File: config.mk
export PLATFORM = sky130hd
export DESIGN_NAME = randomized_set_table_unit
export DESIGN_NICKNAME = d
export VERILOG_FILES = /design/src/rtl/rst_pkg.sv /design/src/rtl/randomized_set_table_unit.sv /design/src/rtl/rst_datapath.sv /design/src/rtl/rst_ctrl.sv
export SDC_FILE = /design/constraint.sdc
export NUM_CORES = 2
export LEC_CHECK = 0
export ABC_AREA = 1
export BUFFER_PORTS_ARGS = -buffer_cell sky130_fd_sc_hd__buf_2
export CAP_MARGIN = 20
export CORE_MARGIN = 5
export CORE_UTILIZATION = 57
export CTS_BUF_LIST = sky130_fd_sc_hd__clkbuf_8
export CTS_CLUSTER_DIAMETER = 150
export DETAILED_ROUTE_END_ITERATION = 8
export PLACE_DENSITY_LB_ADDON = 0.05
export SLEW_MARGIN = 20
export SYNTH_ARGS = -nofsm -noshare
export SYNTH_HDL_FRONTEND = slang
export SYNTH_HIERARCHICAL = 1
export SYNTH_SLANG_ARGS = --single-unit
export TNS_END_PERCENT = 50
File: constraint.sdc
create_clock -name aclk -period 7.1 [get_ports aclk]
set_input_delay 0.355 -clock aclk [delete_from_list [all_inputs] [get_ports aclk]]
set_output_delay 0.355 -clock aclk [all_outputs]
set_load 0.1 [all_outputs]
File: src/rtl/rst_pkg.sv
// ============================================================================
// Randomized set table package
// Field widths, operation and status codes, and the command and status
// groups passed between the controller and the datapath.
// ============================================================================
package rst_pkg;

    // Field widths of one request and one result.
    localparam int CMD_W      = 2;
    localparam int VALUE_W    = 32;
    localparam int DRAW_W     = 16;
    localparam int STATUS_W   = 2;
    localparam int DRAW_CNT_W = $clog2(DRAW_W + 1);

    // Packed stream widths, padded to whole bytes.
    localparam int S_DATA_W = ((CMD_W + VALUE_W + DRAW_W + 7) / 8) * 8;
    localparam int M_DATA_W = ((STATUS_W + VALUE_W + 7) / 8) * 8;

    // Operation codes.
    localparam logic [CMD_W-1:0] CMD_INSERT = 2'd0;
    localparam logic [CMD_W-1:0] CMD_REMOVE = 2'd1;
    localparam logic [CMD_W-1:0] CMD_PICK   = 2'd2;

    // Result status codes.
    localparam logic [STATUS_W-1:0] STATUS_DONE  = 2'd0;
    localparam logic [STATUS_W-1:0] STATUS_MISS  = 2'd1;
    localparam logic [STATUS_W-1:0] STATUS_FULL  = 2'd2;
    localparam logic [STATUS_W-1:0] STATUS_EMPTY = 2'd3;

    // Commands from the controller to the datapath.
    typedef struct packed {
        logic                load;        // capture a new request
        logic                scan_step;   // advance the member search
        logic                mod_step;    // one bit of draw modulo count
        logic                ins_write;   // append the value, grow the count
        logic                rd_last;     // read the last valid entry
        logic                move_write;  // move last entry into hit slot
        logic                rd_pick;     // read the entry at the remainder
        logic                out_load;    // load the result register
        logic [STATUS_W-1:0] out_status;  // status for the result
        logic                out_pick;    // result carries the read entry
    } rst_cmd_t;

    // Status from the datapath to the controller.
    typedef struct packed {
        logic             hit;        // search compare matched this cycle
        logic             scan_done;  // search ran past all valid entries
        logic             full;       // count equals capacity
        logic             empty;      // count is zero
        logic             mod_done;   // all draw bits consumed
        logic             out_free;   // result register can take a result
        logic [CMD_W-1:0] cmd;        // operation of the held request
    } rst_stat_t;

endpackage

File: src/rtl/randomized_set_table_unit.sv
// ============================================================================
// Randomized set table unit
// Set of distinct 32-bit values in a dense array with insert, remove and
// random pick operations.
// ============================================================================
// Requests arrive on the s_ stream channel and one result per request leaves
// on the m_ stream channel. A request is taken only while the unit is idle.
// Insert and remove search the member memory one entry per cycle through its
// single registered read port. A search that finds nothing ends once every
// valid entry has been compared, and an insert into a table that is not full
// then appends the value. A hit at position p ends the search early: a
// duplicate insert ends there, and a remove first moves the last entry into
// the freed slot. The longest request is a remove of the last entry of a full
// default table. A pick runs a restoring modulo of draw by the count, one
// draw bit per cycle; a pick on an empty table and an unused command go
// straight to the result. One request is in flight at a time, and the next
// one can be accepted in the cycle after its result is loaded.
// The result sits in an output register: the next request is accepted while
// it waits, and a new result waits in the controller until the held one is
// taken, so a stalled receiver stalls the unit only once a second result is
// ready. Reset empties the table at once; no memory clearing is needed, as
// only entries below the count are ever read.
// ============================================================================
module randomized_set_table_unit #(
    parameter int CAPACITY = 64
) (
    input  logic                         aclk,
    input  logic                         aresetn,
    input  logic                         s_tvalid,
    output logic                         s_tready,
    // s_tdata: cmd [1:0], value [33:2], draw [49:34], zero [55:50]
    input  logic [rst_pkg::S_DATA_W-1:0] s_tdata,
    output logic                         m_tvalid,
    input  logic                         m_tready,
    // m_tdata: status [1:0], picked [33:2], zero [39:34]
    output logic [rst_pkg::M_DATA_W-1:0] m_tdata
);

    localparam int CMD_LO   = 0;
    localparam int VALUE_LO = CMD_LO + rst_pkg::CMD_W;
    localparam int DRAW_LO  = VALUE_LO + rst_pkg::VALUE_W;
    localparam int M_USED_W = rst_pkg::STATUS_W + rst_pkg::VALUE_W;

    rst_pkg::rst_cmd_t            cmd;
    rst_pkg::rst_stat_t           stat;
    logic [rst_pkg::STATUS_W-1:0] out_status;
    logic [rst_pkg::VALUE_W-1:0]  out_picked;

    // Sequencer.
    rst_ctrl u_ctrl (
        .aclk     (aclk),
        .aresetn  (aresetn),
        .in_valid (s_tvalid),
        .in_ready (s_tready),
        .stat     (stat),
        .cmd      (cmd)
    );

    // Storage, search, modulo and result register.
    rst_datapath #(
        .CAPACITY (CAPACITY)
    ) u_datapath (
        .aclk       (aclk),
        .aresetn    (aresetn),
        .in_cmd     (s_tdata[CMD_LO +: rst_pkg::CMD_W]),
        .in_value   (s_tdata[VALUE_LO +: rst_pkg::VALUE_W]),
        .in_draw    (s_tdata[DRAW_LO +: rst_pkg::DRAW_W]),
        .cmd        (cmd),
        .stat       (stat),
        .out_valid  (m_tvalid),
        .out_ready  (m_tready),
        .out_status (out_status),
        .out_picked (out_picked)
    );

    // Result packing with zero fill.
    assign m_tdata = {{(rst_pkg::M_DATA_W - M_USED_W){1'b0}}, out_picked, out_status};

    // A full table never takes another entry.
    a_no_write_when_full: assert property (@(posedge aclk) disable iff (!aresetn)
        stat.full |-> !cmd.ins_write)
        else $error("append issued on a full table");

    // An entry is moved only while the table holds something.
    a_no_move_when_empty: assert property (@(posedge aclk) disable iff (!aresetn)
        cmd.move_write |-> !stat.empty)
        else $error("entry move issued on an empty table");

    // A held result is never overwritten before it is taken.
    a_no_result_overwrite: assert property (@(posedge aclk) disable iff (!aresetn)
        cmd.out_load |-> (!m_tvalid || m_tready))
        else $error("result register overwritten while stalled");

    // A picked member only comes with a done status.
    a_pick_status: assert property (@(posedge aclk) disable iff (!aresetn)
        (cmd.out_load && cmd.out_pick) |-> (cmd.out_status == rst_pkg::STATUS_DONE))
        else $error("picked member with a failing status");

    // No search step and no result load come in the cycle after a load.
    a_search_after_load: assert property (@(posedge aclk) disable iff (!aresetn)
        cmd.load |=> !cmd.scan_step && !cmd.out_load)
        else $error("request dispatched in the cycle it was loaded");

endmodule

File: src/rtl/rst_datapath.sv
// ============================================================================
// Randomized set table datapath
// Member memory, count, pipelined member search, restoring modulo unit and
// the result register.
// ============================================================================
module rst_datapath #(
    parameter int CAPACITY = 64
) (
    input  logic                         aclk,
    input  logic                         aresetn,
    input  logic [rst_pkg::CMD_W-1:0]    in_cmd,
    input  logic [rst_pkg::VALUE_W-1:0]  in_value,
    input  logic [rst_pkg::DRAW_W-1:0]   in_draw,
    input  rst_pkg::rst_cmd_t            cmd,
    output rst_pkg::rst_stat_t           stat,
    output logic                         out_valid,
    input  logic                         out_ready,
    output logic [rst_pkg::STATUS_W-1:0] out_status,
    output logic [rst_pkg::VALUE_W-1:0]  out_picked
);

    localparam int AW = $clog2(CAPACITY);
    localparam int CW = $clog2(CAPACITY + 1);
    localparam logic [CW-1:0] CAP_C = CW'(CAPACITY);

    // Member storage.
    logic [rst_pkg::VALUE_W-1:0] mem [CAPACITY];

    // Request registers.
    logic [rst_pkg::CMD_W-1:0]   cmd_reg, cmd_next;
    logic [rst_pkg::VALUE_W-1:0] value_reg, value_next;
    logic [rst_pkg::DRAW_W-1:0]  draw_reg, draw_next;

    // Control registers.
    logic [CW-1:0]                  count_reg, count_next;
    logic [CW-1:0]                  scan_addr_reg, scan_addr_next;
    logic                           cmp_valid_reg, cmp_valid_next;
    logic [AW-1:0]                  cmp_idx_reg, cmp_idx_next;
    logic [AW-1:0]                  pos_reg, pos_next;
    logic [CW-1:0]                  rem_reg, rem_next;
    logic [rst_pkg::DRAW_CNT_W-1:0] mod_left_reg, mod_left_next;
    logic                           out_valid_reg, out_valid_next;
    logic [rst_pkg::STATUS_W-1:0]   out_status_reg, out_status_next;
    logic [rst_pkg::VALUE_W-1:0]    out_picked_reg, out_picked_next;
    logic [rst_pkg::VALUE_W-1:0]    rd_data_reg;

    // Memory port signals.
    logic                        scan_issue;
    logic                        hit;
    logic                        rd_en;
    logic [AW-1:0]               rd_addr;
    logic                        wr_en;
    logic [AW-1:0]               wr_addr;
    logic [rst_pkg::VALUE_W-1:0] wr_data;
    logic [CW-1:0]               count_minus;
    logic [CW:0]                 rem_shift;
    logic [CW:0]                 count_ext;

    assign count_minus = count_reg - CW'(1);
    assign scan_issue  = cmd.scan_step && (scan_addr_reg < count_reg);
    assign hit         = cmp_valid_reg && (rd_data_reg == value_reg);

    // Read port select: search address, last entry, or picked entry.
    always_comb begin
        rd_en   = scan_issue | cmd.rd_last | cmd.rd_pick;
        rd_addr = scan_addr_reg[AW-1:0];
        if (cmd.rd_last) begin
            rd_addr = count_minus[AW-1:0];
        end else if (cmd.rd_pick) begin
            rd_addr = rem_reg[AW-1:0];
        end
    end

    // Write port select: append at the count, or move into the hit slot.
    assign wr_en   = cmd.ins_write | cmd.move_write;
    assign wr_addr = cmd.move_write ? pos_reg : count_reg[AW-1:0];
    assign wr_data = cmd.move_write ? rd_data_reg : value_reg;

    // Memory with registered read data.
    always_ff @(posedge aclk) begin
        if (wr_en) begin
            mem[wr_addr] <= wr_data;
        end
        if (rd_en) begin
            rd_data_reg <= mem[rd_addr];
        end
    end

    // Restoring modulo: one draw bit per step, one compare and subtract.
    assign rem_shift = {rem_reg, draw_reg[rst_pkg::DRAW_W-1]};
    assign count_ext = {1'b0, count_reg};

    // Next-state logic of the datapath registers.
    always_comb begin
        cmd_next        = cmd_reg;
        value_next      = value_reg;
        draw_next       = draw_reg;
        count_next      = count_reg;
        scan_addr_next  = scan_addr_reg;
        cmp_valid_next  = scan_issue;
        cmp_idx_next    = cmp_idx_reg;
        pos_next        = pos_reg;
        rem_next        = rem_reg;
        mod_left_next   = mod_left_reg;
        out_valid_next  = out_valid_reg;
        out_status_next = out_status_reg;
        out_picked_next = out_picked_reg;

        if (cmd.load) begin
            cmd_next       = in_cmd;
            value_next     = in_value;
            draw_next      = in_draw;
            scan_addr_next = '0;
            rem_next       = '0;
            mod_left_next  = rst_pkg::DRAW_CNT_W'(rst_pkg::DRAW_W);
        end

        // Search: issue one read and compare the previous one each step.
        if (cmd.scan_step) begin
            if (scan_issue) begin
                scan_addr_next = scan_addr_reg + CW'(1);
                cmp_idx_next   = scan_addr_reg[AW-1:0];
            end
            if (hit) begin
                pos_next = cmp_idx_reg;
            end
        end

        if (cmd.mod_step) begin
            if (rem_shift >= count_ext) begin
                rem_next = CW'(rem_shift - count_ext);
            end else begin
                rem_next = rem_shift[CW-1:0];
            end
            draw_next     = draw_reg << 1;
            mod_left_next = mod_left_reg - rst_pkg::DRAW_CNT_W'(1);
        end

        if (cmd.ins_write) begin
            count_next = count_reg + CW'(1);
        end else if (cmd.move_write) begin
            count_next = count_minus;
        end

        // Result register: load a new result or hand the held one over.
        if (cmd.out_load) begin
            out_valid_next  = 1'b1;
            out_status_next = cmd.out_status;
            out_picked_next = cmd.out_pick ? rd_data_reg : '0;
        end else if (out_valid_reg && out_ready) begin
            out_valid_next = 1'b0;
        end
    end

    // Control registers with reset.
    always_ff @(posedge aclk) begin
        if (!aresetn) begin
            count_reg     <= '0;
            cmp_valid_reg <= 1'b0;
            out_valid_reg <= 1'b0;
            mod_left_reg  <= '0;
        end else begin
            count_reg     <= count_next;
            cmp_valid_reg <= cmp_valid_next;
            out_valid_reg <= out_valid_next;
            mod_left_reg  <= mod_left_next;
        end
    end

    // Payload registers.
    always_ff @(posedge aclk) begin
        cmd_reg        <= cmd_next;
        value_reg      <= value_next;
        draw_reg       <= draw_next;
        scan_addr_reg  <= scan_addr_next;
        cmp_idx_reg    <= cmp_idx_next;
        pos_reg        <= pos_next;
        rem_reg        <= rem_next;
        out_status_reg <= out_status_next;
        out_picked_reg <= out_picked_next;
    end

    // Status toward the controller.
    always_comb begin
        stat.hit       = hit;
        stat.scan_done = !cmp_valid_reg && (scan_addr_reg >= count_reg);
        stat.full      = (count_reg == CAP_C);
        stat.empty     = (count_reg == '0);
        stat.mod_done  = (mod_left_reg == '0);
        stat.out_free  = !out_valid_reg || out_ready;
        stat.cmd       = cmd_reg;
    end

    assign out_valid  = out_valid_reg;
    assign out_status = out_status_reg;
    assign out_picked = out_picked_reg;

endmodule

File: src/rtl/rst_ctrl.sv
// ============================================================================
// Randomized set table controller
// Sequences one request at a time through search, update, modulo and
// result hand-over.
// ============================================================================
module rst_ctrl (
    input  logic               aclk,
    input  logic               aresetn,
    input  logic               in_valid,
    output logic               in_ready,
    input  rst_pkg::rst_stat_t stat,
    output rst_pkg::rst_cmd_t  cmd
);

    typedef enum logic [8:0] {
        S_IDLE      = 9'b000000001,
        S_DISPATCH  = 9'b000000010,
        S_SCAN      = 9'b000000100,
        S_INSERT    = 9'b000001000,
        S_READ_LAST = 9'b000010000,
        S_MOVE      = 9'b000100000,
        S_MOD       = 9'b001000000,
        S_READ_PICK = 9'b010000000,
        S_FINISH    = 9'b100000000
    } ctrl_state_t;

    ctrl_state_t                  state_reg, state_next;
    logic [rst_pkg::STATUS_W-1:0] res_reg, res_next;
    logic                         pick_reg, pick_next;

    // State transitions and command decode.
    always_comb begin
        state_next = state_reg;
        res_next   = res_reg;
        pick_next  = pick_reg;
        in_ready   = 1'b0;
        cmd        = '0;

        case (state_reg)
            S_IDLE: begin
                in_ready = 1'b1;
                if (in_valid) begin
                    cmd.load   = 1'b1;
                    state_next = S_DISPATCH;
                end
            end
            S_DISPATCH: begin
                res_next  = rst_pkg::STATUS_DONE;
                pick_next = 1'b0;
                case (stat.cmd)
                    rst_pkg::CMD_INSERT, rst_pkg::CMD_REMOVE: begin
                        state_next = S_SCAN;
                    end
                    rst_pkg::CMD_PICK: begin
                        if (stat.empty) begin
                            res_next   = rst_pkg::STATUS_EMPTY;
                            state_next = S_FINISH;
                        end else begin
                            state_next = S_MOD;
                        end
                    end
                    default: begin
                        state_next = S_FINISH;
                    end
                endcase
            end
            S_SCAN: begin
                cmd.scan_step = 1'b1;
                if (stat.hit) begin
                    if (stat.cmd == rst_pkg::CMD_INSERT) begin
                        res_next   = rst_pkg::STATUS_MISS;
                        state_next = S_FINISH;
                    end else begin
                        state_next = S_READ_LAST;
                    end
                end else if (stat.scan_done) begin
                    if (stat.cmd != rst_pkg::CMD_INSERT) begin
                        res_next   = rst_pkg::STATUS_MISS;
                        state_next = S_FINISH;
                    end else if (stat.full) begin
                        res_next   = rst_pkg::STATUS_FULL;
                        state_next = S_FINISH;
                    end else begin
                        state_next = S_INSERT;
                    end
                end
            end
            S_INSERT: begin
                cmd.ins_write = 1'b1;
                state_next    = S_FINISH;
            end
            S_READ_LAST: begin
                cmd.rd_last = 1'b1;
                state_next  = S_MOVE;
            end
            S_MOVE: begin
                cmd.move_write = 1'b1;
                state_next     = S_FINISH;
            end
            S_MOD: begin
                if (stat.mod_done) begin
                    state_next = S_READ_PICK;
                end else begin
                    cmd.mod_step = 1'b1;
                end
            end
            S_READ_PICK: begin
                cmd.rd_pick = 1'b1;
                pick_next   = 1'b1;
                state_next  = S_FINISH;
            end
            S_FINISH: begin
                // Wait until the result register is free or being emptied.
                cmd.out_status = res_reg;
                cmd.out_pick   = pick_reg;
                if (stat.out_free) begin
                    cmd.out_load = 1'b1;
                    state_next   = S_IDLE;
                end
            end
            default: begin
                state_next = S_IDLE;
            end
        endcase
    end

    // State register.
    always_ff @(posedge aclk) begin
        if (!aresetn) begin
            state_reg <= S_IDLE;
            res_reg   <= rst_pkg::STATUS_DONE;
            pick_reg  <= 1'b0;
        end else begin
            state_reg <= state_next;
            res_reg   <= res_next;
            pick_reg  <= pick_next;
        end
    end

endmodule

==> reports/results.ini <==
[placement]
io_buffers=89
dp_hpwl_mm=149
finalWeightedCongestion=0.863
dp_cells=11200

[layout]
fin_util_pct=63.5
final_cell_mix=edfxtp_1, nand3_1, inv_1, nand2_1, clkbuf_8
layout_commonest_cell=edfxtp_1
fin_cells=11900
drive_above_1_share_pct=8.86
max_flop_register=u_datapath/mem
largest_reg_flops=2048
fin_nets=9502
syn_to_final_growth_pct=11.2

[die]
die_w_um=424
start_util_pct=57.1
row_count=152
ioPinCount=102
dieArea_um2=180000
core-area_um2=171000
dieHeight_um=424

[clock_network]
htreeDepth=5
cts-root-buf=clkbuf_8
cts_buffer_depth=4
cts-hold-fix-buffers=89
post_cts_buffers=0
postCtsResizedCells=0
clock-sinks=2216
cts_buffers=378
path_clk_slew_ns=0.06
cts_tree=yes
clock_latency_ns=1.10

[synth]
ys_warn_count=6
synth_edf_count=2182
ys_seq_area_share_pct=67.7
avgSynthCellArea_um2=10.6
ys_ff_latch=2216
synth.distinct_cells=50
yosys_most_used_dff=edfxtp_1
syn_area_um2=97800
synth_cells=9212
synthArstFlopShare_pct=0

[worst_setup_path]
cp_max_fo=67
rrSetupSlack_ns=1.94
crit_path_end_kind=register
worst_setup_path_start_kind=register
critical_path_class=reg -> reg
cp.required_ns=7.89
worstPathArrival_ns=5.95

[timing]
tightest_slew_ns=1.21
setup-violations-final=0
hold_viol_final=0
slew_viol_final=0
fmax_mhz=194
grt_setup_unrepaired=false
maxSlewHeadroom_pct=19.2
finalCritPeriodShare_pct=72.7
finClkSkew_ns=0.0623
period_needed_ns=5.16
setup_tns_ns=0

[global_route]
gr-usage-all-layers_pct=31.4
grt_max_degree=182
grt_pass1_wl_mm=420
grt_pass1_vias=65200
overflow=0
grt_antenna_before_repair=8

[routing]
wl_per_cell_um=23.9
dr.pass1.iters=7
drt_iter0_markers=8152
vias=68100
drt-total-wl_mm=285
vias_per_cell=5.70
drc=0
drtAntennaViolNets=0

[job]
cap_viol_max_count=0

[worst_hold_path]
hp-class=in -> reg

[power]
powerDensity_nw_per_um2=258
vdd_drop_max_mv=0.204
p_leak_uw=0.0451

[status]
outcome=completed

==> Yosys cell counts, types with 11 or more instances <==
cell | count | area share (%)
nand2_1 | 1839 | 7.1
a22o_1 | 18 | 0.16
ha_1 | 19 | 0.24
nand3b_1 | 320 | 2.5
o21ai_0 | 67 | 0.34
nor4_1 | 11 | 0.070
edfxtp_1 | 2182 | 67
nor2_1 | 123 | 0.47
nand3_1 | 2182 | 11
buf_1 | 22 | 0.084
clkbuf_1 | 143 | 0.55
nand4_1 | 17 | 0.11
dfxtp_1 | 34 | 0.70
buf_4 | 28 | 0.21
inv_1 | 1733 | 6.7
a21oi_1 | 32 | 0.16
buf_2 | 335 | 1.7
==> per-layer routing <==
layer  global-route usage (%)  up-vias  share of wire, %
met5                        0        -                 0
met1                     42.3    33000                39
li1                         -    31100                 -
met2                     50.5     3338                47
met3                     5.22      658               9.3
met4                     14.7        0               4.9
==> worst max-delay path: stages, from the launching register on <==
cell and delay (ns):
dfxtp_1 0.33, nor2_1 0.20, nand2_1 0.10, inv_1 0.16, nand4_1 0.13, inv_1 0.33
nand2_8 0.44, nand2_4 0.95, buf_4 0.46, buf_4 0.66, nand2_1 0.11, nand3_1 0.11
nand3_1 0.08, nand3_1 0.12, nand3_1 0.09, nand3_1 0.38, nand2_1 0.13
==> metrics by stage <==
stage / power, uW / cell area [um2] / setup WS (ns) / hold WS (ns)
after floorplan: 16900 / 97800 / 1.75 / 0.400
after global placement: 17800 / 101000 / 2.04 / 0.420
after detailed placement: 17800 / 101000 / 2.03 / 0.420
after CTS: 28100 / 109000 / 2.02 / 0.0265
after global routing: 28900 / 109000 / 1.65 / 0.0992
final: 28000 / 109000 / 1.94 / 0.124
==> cell type report <==
type / instances / area [um2]
Fill cell: 13400 / 62400
Antenna cell: 7 / 17.5
Timing Repair Buffer: 357 / 3130
Inverter: 1742 / 6560
Clock inverter: 271 / 1210
Tap cell: 2233 / 2790
Multi-Input combinational cell: 4727 / 23400
Clock buffer: 393 / 5410
Sequential cell: 2216 / 66200
==> cells by family after synthesis <==
kind of cell               count (synthesis)  synth area share [%]
AOI/OAI and AO/OA                        149                 0.905
and+or+nand+nor                         4535                  21.7
xor gates and xnor gates                  16                 0.143
adders and majority gates                 20                 0.264
buffers and inverters                   2274                  9.29
muxes                                      1                0.0102
other                                      1               0.00384
DFF                                     2216                  67.7
==> power by group <==
| part | internal [uW] | total [uW] | leakage, uW | switching, uW |
|---|---|---|---|---|
| sequential | 15400 | 15500 | 0.0200 | 76.7 |
| clock | 5270 | 10300 | 0.00390 | 5080 |
| combinational | 310 | 2170 | 0.0212 | 1860 |
==> path summary, 6_finish.rpt <==
kind	start	to	cells after the start
min reg2reg	u_datapath/cmp_idx_reg[3]	u_datapath/pos_reg[3]	0
min	s_tdata[34]	u_datapath/draw_reg[0]	4
max reg2reg	u_ctrl/state_reg[2]	u_datapath/rd_data_reg[27]	16
max	u_ctrl/state_reg[2]	u_datapath/rd_data_reg[27]	16
(Power assumes the default switching activity.)
